$ cat src/design/dwtq7_pkg.sv
// Shared types and constants for the Q7 single-level wavelet block.
// Used by dwtq7_mac and dwt_q7_single_level; depends on nothing else.
package dwtq7_pkg;

    // Input operation codes (carried in tuser)
    localparam logic OP_TAP    = 1'b0;
    localparam logic OP_SAMPLE = 1'b1;

    // Register indexes (paddr[2])
    localparam logic REG_EDGE_MODE   = 1'b0;
    localparam logic REG_FILTER_TAPS = 1'b1;

    // Edge extension modes
    localparam logic [2:0] EDGE_ZERO  = 3'd0;
    localparam logic [2:0] EDGE_CONST = 3'd1;
    localparam logic [2:0] EDGE_SYM   = 3'd2;
    localparam logic [2:0] EDGE_REFL  = 3'd3;
    localparam logic [2:0] EDGE_ASYM  = 3'd4;
    localparam logic [2:0] EDGE_AREFL = 3'd5;

    localparam int DW      = 8;   // sample and tap width
    localparam int XW      = 16;  // extended edge value width
    localparam int ACC_W   = 32;  // accumulator width
    localparam int Q_SHIFT = 7;   // Q7 scaling

    typedef enum logic [2:0] {
        ST_IDLE,
        ST_START,
        ST_EDGE_RD1,
        ST_EDGE_RD2,
        ST_EDGE_WR,
        ST_CALC,
        ST_DRAIN,
        ST_FLUSH
    } t_state;

    typedef struct packed {
        logic valid;
        logic first;
    } t_mac_ctl;

endpackage

$ cat src/design/dwtq7_ram.sv
// Generic single-port-write, single-port-read RAM with registered read.
// No dependencies.
module dwtq7_ram #(
    parameter int WIDTH = 8,
    parameter int DEPTH = 64
) (
    input  logic                     i_clk,
    input  logic                     i_we,
    input  logic [$clog2(DEPTH)-1:0] i_waddr,
    input  logic [WIDTH-1:0]         i_wdata,
    input  logic [$clog2(DEPTH)-1:0] i_raddr,
    output logic [WIDTH-1:0]         o_rdata
);

    logic [WIDTH-1:0] r_mem [DEPTH];
    logic [WIDTH-1:0] r_rdata;

    always_ff @(posedge i_clk) begin
        if (i_we) begin
            r_mem[i_waddr] <= i_wdata;
        end
        r_rdata <= r_mem[i_raddr];
    end

    assign o_rdata = r_rdata;

endmodule

$ cat src/design/dwtq7_mac.sv
// Shared multiply-accumulate pair: one low-pass and one high-pass product a cycle.
// Depends on dwtq7_pkg.
module dwtq7_mac import dwtq7_pkg::*; (
    input  logic                    i_clk,
    input  t_mac_ctl                i_ctl,
    input  logic signed [XW-1:0]    i_value,
    input  logic signed [DW-1:0]    i_low_tap,
    input  logic signed [DW-1:0]    i_high_tap,
    output logic signed [ACC_W-1:0] o_acc_lo,
    output logic signed [ACC_W-1:0] o_acc_hi
);

    logic signed [XW+DW-1:0]  prod_lo;
    logic signed [XW+DW-1:0]  prod_hi;
    logic signed [ACC_W-1:0]  ext_lo;
    logic signed [ACC_W-1:0]  ext_hi;
    logic signed [ACC_W-1:0]  r_acc_lo;
    logic signed [ACC_W-1:0]  r_acc_hi;

    assign prod_lo = i_value * i_low_tap;
    assign prod_hi = i_value * i_high_tap;
    assign ext_lo  = ACC_W'(prod_lo);
    assign ext_hi  = ACC_W'(prod_hi);

    // Restart the sums on the first term of each offset
    always_ff @(posedge i_clk) begin
        if (i_ctl.valid) begin
            r_acc_lo <= i_ctl.first ? ext_lo : r_acc_lo + ext_lo;
            r_acc_hi <= i_ctl.first ? ext_hi : r_acc_hi + ext_hi;
        end
    end

    assign o_acc_lo = r_acc_lo;
    assign o_acc_hi = r_acc_hi;

endmodule

$ cat src/design/dwt_q7_single_level.sv
// Top level of the single-level Q7 wavelet decomposition block.
// Depends on dwtq7_pkg, dwtq7_ram and dwtq7_mac.
//
// Tap-write transactions (tuser = 0) load one low/high tap pair.
// Sample transactions (tuser = 1) append to a 64-deep signal RAM; the
// sample marked with tlast starts the transform over the N held samples with L taps
// (filter_taps, clamped and made even). The block first latches the tap count and
// mode, then builds L-1 extension values on each side of the signal, each through
// two RAM reads and one write, then for each odd offset runs L multiply-accumulate
// steps on one shared MAC pair followed by a drain step and an output step. The
// input is held not ready all the while. Results leave through an output register,
// so a result waiting on the master side does not block the next offset's
// accumulation. Configuration must be written through the APB port only while the
// block is idle; the block itself does not enforce this.
module dwt_q7_single_level import dwtq7_pkg::*; #(
    parameter int MAX_SAMPLES = 64,
    parameter int MAX_TAPS    = 20
) (
    input  logic        i_clk,
    input  logic        i_rst_n,
    // slave side
    input  logic        i_s_tvalid,
    output logic        o_s_tready,
    input  logic [31:0] i_s_tdata,  // tap_index[4:0], low_tap[12:5], high_tap[20:13],
                                    // sample[28:21], zeros[31:29]
    input  logic        i_s_tuser,  // operation
    input  logic        i_s_tlast,  // last_sample
    // master side
    output logic        o_m_tvalid,
    input  logic        i_m_tready,
    output logic [15:0] o_m_tdata,  // approx[7:0], detail[15:8]
    output logic        o_m_tlast,  // last_result
    // configuration
    input  logic        psel,
    input  logic        penable,
    input  logic        pwrite,
    input  logic [2:0]  paddr,
    input  logic [31:0] pwdata,
    output logic [31:0] prdata,
    output logic        pready
);

    localparam int AW = $clog2(MAX_SAMPLES);
    localparam int CW = $clog2(MAX_SAMPLES + 1);
    localparam int TW = $clog2(MAX_TAPS);
    localparam int LW = $clog2(MAX_TAPS + 1);
    localparam int OW = $clog2(MAX_SAMPLES + MAX_TAPS + 2);
    localparam int PW = OW + 1;
    localparam int NW = CW + 2;

    // configuration registers
    logic [2:0] r_edge_mode;
    logic [4:0] r_filter_taps;

    // control
    t_state r_state, n_state;
    logic [CW-1:0] r_count, n_count;
    logic [CW-1:0] r_n, n_n;
    logic [LW-1:0] r_taps, n_taps;
    logic [2:0]    r_emode, n_emode;
    logic [TW-1:0] r_m, n_m;
    logic [CW:0]   r_p, n_p;
    logic          r_h, n_h;
    logic [OW-1:0] r_o, n_o;
    logic [LW-1:0] r_j, n_j;
    logic          r_out_valid, n_out_valid;
    t_mac_ctl      r_st_ctl, n_st_ctl;

    // payload
    logic signed [DW-1:0] r_low_taps  [MAX_TAPS];
    logic signed [DW-1:0] r_high_taps [MAX_TAPS];
    logic signed [XW-1:0] r_left_ext  [MAX_TAPS];
    logic signed [XW-1:0] r_right_ext [MAX_TAPS];
    logic signed [DW-1:0] r_x0, r_xn1;
    logic signed [XW-1:0] r_lbase, r_rbase;
    logic signed [DW-1:0] r_d1;
    logic signed [XW-1:0] r_st_ext;
    logic                 r_st_sel;
    logic [LW-1:0]        r_st_j;
    logic [DW-1:0]        r_approx, r_detail;
    logic                 r_last;

    // input fields
    logic [4:0]           in_tap_index;
    logic signed [DW-1:0] in_low_tap, in_high_tap, in_sample;
    logic                 s_acc, m_acc, cfg_wr;
    logic                 tap_wr, smp_wr, store_free;

    // datapath helpers
    logic [DW-1:0]        ram_rdata;
    logic [AW-1:0]        ram_raddr;
    logic [15:0]          ft_w;
    logic [LW-1:0]        taps_eff;
    logic [2:0]           emode_eff;
    logic [NW-1:0]        n_w, p_w;
    logic [AW-1:0]        a1, a2;
    logic signed [XW-1:0] d1s, d2s, x0s, xn1s, lv, rv;
    logic signed [PW-1:0] pos;
    logic [OW-1:0]        limit;
    logic                 out_last;
    logic signed [XW-1:0] mac_value;
    logic signed [ACC_W-1:0] acc_lo, acc_hi;

    assign in_tap_index = i_s_tdata[4:0];
    assign in_low_tap   = i_s_tdata[12:5];
    assign in_high_tap  = i_s_tdata[20:13];
    assign in_sample    = i_s_tdata[28:21];

    assign o_s_tready = (r_state == ST_IDLE);
    assign s_acc      = i_s_tvalid && o_s_tready;
    assign m_acc      = r_out_valid && i_m_tready;
    assign store_free = (r_count < CW'(MAX_SAMPLES));
    assign tap_wr     = s_acc && (i_s_tuser == OP_TAP) && (32'(in_tap_index) < MAX_TAPS);
    assign smp_wr     = s_acc && (i_s_tuser == OP_SAMPLE) && store_free;

    // APB: pready tied high, registers decoded on paddr[2]
    assign pready = 1'b1;
    assign cfg_wr = psel && penable && pwrite;

    always_comb begin
        unique case (paddr[2])
            REG_EDGE_MODE:   prdata = {29'd0, r_edge_mode};
            REG_FILTER_TAPS: prdata = {27'd0, r_filter_taps};
            default:         prdata = 32'd0;
        endcase
    end

    always_ff @(posedge i_clk) begin
        if (!i_rst_n) begin
            r_edge_mode   <= EDGE_ZERO;
            r_filter_taps <= 5'd2;
        end else if (cfg_wr) begin
            unique case (paddr[2])
                REG_EDGE_MODE:   r_edge_mode   <= pwdata[2:0];
                REG_FILTER_TAPS: r_filter_taps <= pwdata[4:0];
                default: ;
            endcase
        end
    end

    // Effective tap count: clamp to MAX_TAPS, force even, floor at two
    always_comb begin
        ft_w = 16'(r_filter_taps);
        if (ft_w > 16'(MAX_TAPS)) begin
            ft_w = 16'(MAX_TAPS);
        end
        ft_w[0] = 1'b0;
        if (ft_w < 16'd2) begin
            ft_w = 16'd2;
        end
        taps_eff = LW'(ft_w);
    end

    // Effective mode: unused codes act as zero, reflect modes on one sample as constant
    always_comb begin
        emode_eff = r_edge_mode;
        if (r_edge_mode > EDGE_AREFL) begin
            emode_eff = EDGE_ZERO;
        end else if ((r_edge_mode == EDGE_REFL || r_edge_mode == EDGE_AREFL)
                     && r_n < CW'(2)) begin
            emode_eff = EDGE_CONST;
        end
    end

    // Edge read addresses for the current extension step
    assign n_w = NW'(r_n);
    assign p_w = NW'(r_p);

    always_comb begin
        a1 = '0;
        a2 = '0;
        case (r_emode) inside
            EDGE_SYM, EDGE_ASYM: begin
                if (p_w < n_w) begin
                    a1 = AW'(p_w);
                    a2 = AW'(n_w - NW'(1) - p_w);
                end else begin
                    a1 = AW'(NW'(2) * n_w - NW'(1) - p_w);
                    a2 = AW'(p_w - n_w);
                end
            end
            EDGE_REFL: begin
                if (p_w < n_w - NW'(1)) begin
                    a1 = AW'(p_w + NW'(1));
                    a2 = AW'(n_w - NW'(2) - p_w);
                end else begin
                    a1 = AW'(NW'(2) * n_w - NW'(3) - p_w);
                    a2 = AW'(p_w - n_w + NW'(2));
                end
            end
            EDGE_AREFL: begin
                a1 = AW'(p_w);
                a2 = AW'(n_w - NW'(1) - p_w);
            end
            default: ;
        endcase
    end

    // Extension values from the two reads (d1 held, d2 straight off the RAM)
    assign d1s  = XW'(r_d1);
    assign d2s  = XW'($signed(ram_rdata));
    assign x0s  = XW'(r_x0);
    assign xn1s = XW'(r_xn1);

    always_comb begin
        lv = '0;
        rv = '0;
        case (r_emode) inside
            EDGE_CONST: begin
                lv = x0s;
                rv = xn1s;
            end
            EDGE_SYM, EDGE_ASYM: begin
                lv = d1s;
                rv = d2s;
                if (r_emode == EDGE_ASYM && p_w < n_w) begin
                    lv = -d1s;
                    rv = -d2s;
                end
            end
            EDGE_REFL: begin
                lv = d1s;
                rv = d2s;
            end
            EDGE_AREFL: begin
                if (!r_h) begin
                    lv = r_lbase - (d1s - x0s);
                    rv = r_rbase - (d2s - xn1s);
                end else begin
                    lv = r_lbase + (d2s - xn1s);
                    rv = r_rbase + (d1s - x0s);
                end
            end
            default: ;
        endcase
    end

    // Convolution position for the issuing tap
    assign pos      = $signed({1'b0, r_o}) - $signed(PW'(r_j));
    assign limit    = OW'(r_n) + OW'(r_taps) - OW'(1);
    assign out_last = (r_o + OW'(2)) >= limit;

    always_comb begin
        ram_raddr = AW'(pos);
        unique case (r_state)
            ST_EDGE_RD1: ram_raddr = a1;
            ST_EDGE_RD2: ram_raddr = a2;
            default: ;
        endcase
    end

    // Sequencer: next state and control registers
    always_comb begin
        n_state     = r_state;
        n_count     = r_count;
        n_n         = r_n;
        n_taps      = r_taps;
        n_emode     = r_emode;
        n_m         = r_m;
        n_p         = r_p;
        n_h         = r_h;
        n_o         = r_o;
        n_j         = r_j;
        n_st_ctl    = '{valid: 1'b0, first: 1'b0};
        n_out_valid = r_out_valid && !m_acc;

        unique case (r_state)
            ST_IDLE: begin
                if (smp_wr) begin
                    n_count = r_count + CW'(1);
                end
                if (s_acc && i_s_tuser == OP_SAMPLE && i_s_tlast) begin
                    n_n     = store_free ? r_count + CW'(1) : r_count;
                    n_count = '0;
                    n_state = ST_START;
                end
            end
            ST_START: begin
                n_taps  = taps_eff;
                n_emode = emode_eff;
                n_m     = '0;
                n_p     = (emode_eff == EDGE_AREFL) ? (CW+1)'(1) : '0;
                n_h     = 1'b0;
                n_state = ST_EDGE_RD1;
            end
            ST_EDGE_RD1: n_state = ST_EDGE_RD2;
            ST_EDGE_RD2: n_state = ST_EDGE_WR;
            ST_EDGE_WR: begin
                // advance the mirror walk
                case (r_emode) inside
                    EDGE_SYM, EDGE_ASYM: begin
                        n_p = (p_w + NW'(1) == NW'(2) * n_w) ? '0 : r_p + (CW+1)'(1);
                    end
                    EDGE_REFL: begin
                        n_p = (p_w + NW'(1) == NW'(2) * n_w - NW'(2)) ? '0
                            : r_p + (CW+1)'(1);
                    end
                    EDGE_AREFL: begin
                        if (p_w == n_w - NW'(1)) begin
                            n_p = (CW+1)'(1);
                            n_h = !r_h;
                        end else begin
                            n_p = r_p + (CW+1)'(1);
                        end
                    end
                    default: ;
                endcase
                if (LW'(r_m) == r_taps - LW'(2)) begin
                    n_o     = OW'(1);
                    n_j     = '0;
                    n_state = ST_CALC;
                end else begin
                    n_m     = r_m + TW'(1);
                    n_state = ST_EDGE_RD1;
                end
            end
            ST_CALC: begin
                n_st_ctl = '{valid: 1'b1, first: (r_j == '0)};
                if (r_j == r_taps - LW'(1)) begin
                    n_state = ST_DRAIN;
                end else begin
                    n_j = r_j + LW'(1);
                end
            end
            ST_DRAIN: n_state = ST_FLUSH;
            ST_FLUSH: begin
                // hold until the output register is free
                if (!r_out_valid || i_m_tready) begin
                    n_out_valid = 1'b1;
                    if (out_last) begin
                        n_state = ST_IDLE;
                    end else begin
                        n_o     = r_o + OW'(2);
                        n_j     = '0;
                        n_state = ST_CALC;
                    end
                end
            end
            default: n_state = ST_IDLE;
        endcase
    end

    always_ff @(posedge i_clk) begin
        if (!i_rst_n) begin
            r_state     <= ST_IDLE;
            r_count     <= '0;
            r_n         <= '0;
            r_taps      <= LW'(2);
            r_emode     <= EDGE_ZERO;
            r_m         <= '0;
            r_p         <= '0;
            r_h         <= 1'b0;
            r_o         <= '0;
            r_j         <= '0;
            r_out_valid <= 1'b0;
            r_st_ctl    <= '{valid: 1'b0, first: 1'b0};
        end else begin
            r_state     <= n_state;
            r_count     <= n_count;
            r_n         <= n_n;
            r_taps      <= n_taps;
            r_emode     <= n_emode;
            r_m         <= n_m;
            r_p         <= n_p;
            r_h         <= n_h;
            r_o         <= n_o;
            r_j         <= n_j;
            r_out_valid <= n_out_valid;
            r_st_ctl    <= n_st_ctl;
        end
    end

    // Payload registers
    always_ff @(posedge i_clk) begin
        if (tap_wr) begin
            r_low_taps[TW'(in_tap_index)]  <= in_low_tap;
            r_high_taps[TW'(in_tap_index)] <= in_high_tap;
        end
        if (smp_wr) begin
            r_xn1 <= in_sample;
            if (r_count == '0) begin
                r_x0 <= in_sample;
            end
        end
        if (r_state == ST_START) begin
            r_lbase <= x0s;
            r_rbase <= xn1s;
        end
        if (r_state == ST_EDGE_RD2) begin
            r_d1 <= $signed(ram_rdata);
        end
        if (r_state == ST_EDGE_WR) begin
            r_left_ext[r_m]  <= lv;
            r_right_ext[r_m] <= rv;
            // carry the antireflect base forward at the end of each period
            if (r_emode == EDGE_AREFL && p_w == n_w - NW'(1)) begin
                r_lbase <= lv;
                r_rbase <= rv;
            end
        end
        if (r_state == ST_CALC) begin
            r_st_j <= r_j;
            if (pos[PW-1]) begin
                r_st_sel <= 1'b0;
                r_st_ext <= r_left_ext[TW'(~pos)];
            end else if (pos[OW-1:0] >= OW'(r_n)) begin
                r_st_sel <= 1'b0;
                r_st_ext <= r_right_ext[TW'(pos[OW-1:0] - OW'(r_n))];
            end else begin
                r_st_sel <= 1'b1;
                r_st_ext <= '0;
            end
        end
        if (r_state == ST_FLUSH && (!r_out_valid || i_m_tready)) begin
            r_approx <= acc_lo[Q_SHIFT +: DW];
            r_detail <= acc_hi[Q_SHIFT +: DW];
            r_last   <= out_last;
        end
    end

    dwtq7_ram #(
        .WIDTH (DW),
        .DEPTH (MAX_SAMPLES)
    ) u_store (
        .i_clk   (i_clk),
        .i_we    (smp_wr),
        .i_waddr (AW'(r_count)),
        .i_wdata (in_sample),
        .i_raddr (ram_raddr),
        .o_rdata (ram_rdata)
    );

    assign mac_value = r_st_sel ? XW'($signed(ram_rdata)) : r_st_ext;

    dwtq7_mac u_mac (
        .i_clk      (i_clk),
        .i_ctl      (r_st_ctl),
        .i_value    (mac_value),
        .i_low_tap  (r_low_taps[TW'(r_st_j)]),
        .i_high_tap (r_high_taps[TW'(r_st_j)]),
        .o_acc_lo   (acc_lo),
        .o_acc_hi   (acc_hi)
    );

    assign o_m_tvalid = r_out_valid;
    assign o_m_tdata  = {r_detail, r_approx};
    assign o_m_tlast  = r_last;

endmodule

$ cat config.mk
export PLATFORM = sky130hd
export DESIGN_NAME = dwt_q7_single_level
export DESIGN_NICKNAME = d
export VERILOG_FILES = /design/src/design/dwtq7_pkg.sv /design/src/design/dwtq7_ram.sv /design/src/design/dwtq7_mac.sv /design/src/design/dwt_q7_single_level.sv
export SDC_FILE = /design/constraint.sdc
export NUM_CORES = 2
export LEC_CHECK = 0
export BUFFER_PORTS_ARGS = -buffer_cell sky130_fd_sc_hd__clkbuf_2
export CORE_AREA = 2 2 416 418
export DETAILED_ROUTE_END_ITERATION = 8
export DIE_AREA = 0 0 418 420
export GPL_ROUTABILITY_DRIVEN = 0
export PLACE_DENSITY = 0.74
export SLEW_MARGIN = 20
export SYNTH_ARGS = -nofsm -noshare
export SYNTH_HDL_FRONTEND = slang
export SYNTH_HIERARCHICAL = 1
export SYNTH_SLANG_ARGS = --single-unit
$ cat constraint.sdc
create_clock -name i_clk -period 14.25 [get_ports i_clk]
set_input_delay 0.7125 -clock i_clk [delete_from_list [all_inputs] [get_ports i_clk]]
set_output_delay 0.7125 -clock i_clk [all_outputs]
set_load 0.02 [all_outputs]
; Word-level counts from Yosys, hierarchy flattened
; Memory sizes are Yosys's and may differ from the RTL's. A register that Yosys moved wholly into a read port is not among the register bits.
; Cells that the tools add are included.
[classes]
addsub = 33
n_mul = 2
n_lt_le_gt_ge = 10
n_eq_ne = 32
mux = 84
bitwise_logic = 3
n_reduce_logical = 39
[ops]
columns = cell, n
row1 = 16-bit two-way mux, 21
row2 = 32-bit by 24-bit adder with 32-bit output, 2
row3 = 32-bit two-way mux, 2
row4 = 32-bit case mux with 2 select lines, 1
row5 = 6-bit two-way mux, 10
row6 = 16-bit by 8-bit multiplier with 24-bit output, 2
row7 = 8-bit two-way mux, 6
row8 = 5-bit two-way mux, 9
row9 = 7-bit two-way mux, 6
row10 = 16-bit by 9-bit adder with 16-bit output, 2
row11 = 8-bit negation with 16-bit output, 2
row12 = 16-bit by 9-bit subtractor with 16-bit output, 2
row13 = 6-bit subtractor, 5
row14 = "3-bit == test, second input constant", 8
row15 = 3-bit case mux with 8 select lines, 1
row16 = 3-bit two-way mux, 7
row17 = "2-bit inequality test, second input constant", 10
row18 = 8-bit by 8-bit subtractor with 9-bit output, 2
row19 = "16-bit by 2-bit < comparator with 1-bit output, second input constant", 1
row20 = 8-bit case mux with 2 select lines, 1
row21 = 2-bit AND reduction, 8
row22 = "3-bit by 2-bit == test with 1-bit output, second input constant", 5
row23 = 5-bit case mux with 3 select lines, 1
row24 = 7-bit >= comparator, 2
row25 = other kinds (50), 87
[totals]
reg_bits = 221
mem_bits_rw = 1472
inputBits = 76
out_inout_bits = 52
word_cells = 236
n_memories = 5
[mem_list]
columns = memory, words, width, rd, rd_ports_with_merged_regs, write_ports, line
row1 = u_store.r_mem, 64, 8, 1, 1, 1, dwtq7_ram.sv:15  ; logic [WIDTH-1:0] r_mem [DEPTH];
row2 = r_left_ext, 20, 16, 1, 0, 1, dwt_q7_single_level.sv:72  ; logic signed [XW-1:0] r_left_ext [MAX_TAPS];
row3 = r_right_ext, 20, 16, 1, 0, 1, dwt_q7_single_level.sv:73  ; logic signed [XW-1:0] r_right_ext [MAX_TAPS];
row4 = r_high_taps, 20, 8, 1, 1, 1, dwt_q7_single_level.sv:71  ; logic signed [DW-1:0] r_high_taps [MAX_TAPS];
row5 = r_low_taps, 20, 8, 1, 1, 1, dwt_q7_single_level.sv:70  ; logic signed [DW-1:0] r_low_taps [MAX_TAPS];

; Depth between registers and ports, before layout
[depth]
word_depth = 9
depth_mapped = 30
depth_no_buf = 27

; Hierarchy
; The synthesis kept the hierarchy.
[by_module_without_submodules]
columns = mod, n_inst, cells_each, area_each_um2, seq_area_each_um2
row1 = dwt_q7_single_level, 1, 3222, 50359.5, 32681.3
row2 = dwtq7_ram, 1, 940, 20166.8, 15534.9
row3 = dwtq7_mac, 1, 1654, 14735.4, 1921.8

; Worst setup path after synthesis
; Ideal clock, no wire load.
[synth_path]
path_type = register to register
start = reg with a tool-made name
end = reg u_mac.r_acc_hi[29] (netlist: u_mac/o_acc_hi[29]), data pin
setup_time_ns = 0.263
arrival_ns = 8.408
required_time_ns = 13.987
slack_ns = 5.579
path_stages_with_launch = 35
n_path_buf = 4
path_cell_list = dfxtp_1 clkbuf_1 clkbuf_1 mux4_2 mux4_2 mux2_2 inv_1 buf_1 nor2_1 fa_1 fa_1 fa_1 inv_1 fa_1 inv_1 ha_1 and3_1 a21oi_1 o21ai_0 a31o_2 a21o_1 a21oi_1 mux2i_1 nand2_1 ha_1 clkbuf_1 a2111oi_0 nor4b_1 nand2_1 o211ai_2 or3b_1 o21bai_2 o31a_1 xnor2_1 o21ai_2
[synth_rtl]
columns = element, line
row1 = end signal: assignment, dwtq7_mac.sv:29  ; r_acc_hi <= i_ctl.first ? ext_hi : r_acc_hi + ext_hi;
row2 = end: declaration, dwtq7_mac.sv:18  ; logic signed [ACC_W-1:0] r_acc_hi;

==> results.json <==
{
  "cts_buffer_depth": 3,
  "io_buffers": 67,
  "cp_max_fo": 43,
  "fin_skew_ns": 0.0631,
  "grt_pass1_vias": 44300,
  "initial_utilization_pct": 45.0,
  "overflow": 0,
  "report.final.slew_viol_count": 0,
  "nNetsFinal": 5542,
  "ctsResizeCount": 0,
  "hold_slack_ns": 0.157,
  "fin_crit_sh_pct": 61.4,
  "grt_pass1_wl_um": 276000,
  "num_io_pins": 128,
  "drv_cap": 0,
  "start_kind": "register",
  "via_count": 44100,
  "criticalPathCategory": "reg2reg",
  "arrival_ns": 9.27,
  "power_uw": 14000,
  "final_area_mm2": 0.0854,
  "synthCells": 4993,
  "clk_latency_ns": 0.82,
  "final_common_cell": "edfxtp_1",
  "fmax_ghz": 0.114,
  "cts_hold_buf": 0,
  "hold_viol": 0,
  "status": "finished, final reports clean",
  "numCtsBuffers": 160,
  "rsz0062_at_grt": "false",
  "fillers": 13700,
  "peakVddDrop_v": 0.000170,
  "cts-root-buf": "clkbuf_16",
  "syn_to_final_growth_pct": 11.1,
  "multiInputGateArea_mm2": 0.0271,
  "cts_tree": "done",
  "dieHeight_um": 420,
  "min_path_type": "in2reg",
  "die-width_um": 418,
  "drt-initial-drc-count": 4659,
  "drt_pass1_iterations": 5,
  "setup_viol": 0,
  "cp_data_required_time_ns": 14.78,
  "setup.worst_path.end_class": "register",
  "grt_start_max_net_pins": 67,
  "syn_area_per_cell_um2": 15.4,
  "clock_sinks": 1628,
  "yosysWarningCount": 6,
  "worst_pin_slew_ns": 1.11,
  "drt_wl_total_um": 182000,
  "antenna_found_initial": 4,
  "layout_common_cells": "edfxtp_1 (1524), mux4_2 (387), inv_1 (338)",
  "core_area_mm2": 0.171,
  "whs_path_depth": 3,
  "power_density_mw_per_mm2": 163,
  "relSlewSlack_pct": 25.4,
  "netlist_area_mm2": 0.0769,
  "postPlaceCellArea_mm2": 0.0801,
  "fin_crit_ns": 8.74,
  "clk_pin_slew_ns": 0.06,
  "p_leak_uw": 0.0291,
  "layout-drive-gt1-share_pct": 18.6,
  "dieArea_mm2": 0.176,
  "register_area_mm2": 0.0479,
  "cts_htree_levels": 4,
  "wl_per_cell_um": 24.4,
  "tns_ns": 0,
  "rows": 152,
  "drcViolationCount": 0,
  "vias_per_cell": 5.90,
  "detail-route-antenna-nets": 0,
  "reg2reg_depth": 27,
  "track_usage_pct": 20.8,
  "cts_setup_buffers": 0,
  "place_hpwl_um": 113000
}
==> critical path, cell delays in order, from the launching register on <==
cell      delay, ns
dfxtp_4        0.84
buf_4          0.82
mux4_2         0.61
mux4_2         0.49
mux2_2         0.43
nand2_1        0.16
fa_1           0.46
fa_1           0.52
inv_1          0.05
fa_1           0.53
inv_1          0.05
fa_1           0.47
inv_1          0.04
ha_1           0.33
a21oi_1        0.16
nor2b_1        0.06
a311o_1        0.37
o31ai_1        0.37
o21bai_1       0.13
a211oi_1       0.26
nor2_1         0.10
ha_1           0.34
nand4_1        0.13
nor2_1         0.06
a211o_1        0.28
a21oi_2        0.13
xor2_1         0.14
o21ai_0        0.08
==> per-layer routing <==
layer	routed length [um]	track usage, %
met5	0	0
met4	7420	8.51
met3	14300	3.72
met2	88800	34.2
met1	72000	27.4
==> registers in the layout, indices dropped and copies added, names as in the netlist, 15 cells and up, named ones only <==
signal / flops
r_rbase: 15
r_left_ext: 300
u_mac/o_acc_lo: 15
r_right_ext: 300
r_st_ext: 15
r_lbase: 15
r_high_taps: 160
u_store/r_mem: 512
r_low_taps: 160
u_mac/o_acc_hi: 15
==> layout make-up <==
cell class | instances | area share, %
Inverter | 342 | 1.50
Timing Repair Buffer | 173 | 1.34
Multi-Input combinational cell | 2788 | 31.7
Sequential cell | 1628 | 56.0
Antenna cell | 6 | 0.0176
Tap cell | 2233 | 3.27
Clock buffer | 205 | 4.96
Clock inverter | 91 | 1.23
==> stage by stage <==
stage                     utilization (%)  cells  setup WS [ns]
after global placement               46.8   7163           5.52
after CTS                            49.9   7459           5.41
after floorplan                         -   5019           6.65
after global routing                 50.0   7462           4.97
final                                50.0   7466           5.51
after detailed placement             46.8   7163           5.42
==> worst paths after layout <==
| check | to | slack (ns) | from |
|---|---|---|---|
| worst max-delay path | u_mac/o_acc_lo[14] | 5.51 | register |
| worst min-delay path | r_filter_taps[3] | 0.16 | pwdata[3] |
| worst max register to register | u_mac/o_acc_lo[14] | 5.51 | register |
| worst min register to register | register | 0.47 | r_st_j[1] |
==> power breakdown <==
group | switching (uW) | total [uW] | internal [uW]
clock | 1830 | 4260 | 2430
sequential | 90.1 | 5510 | 5420
combinational | 2420 | 4190 | 1770
total | 4330 | 14000 | 9620
Note: power is estimated with default switching activity, not from simulation.
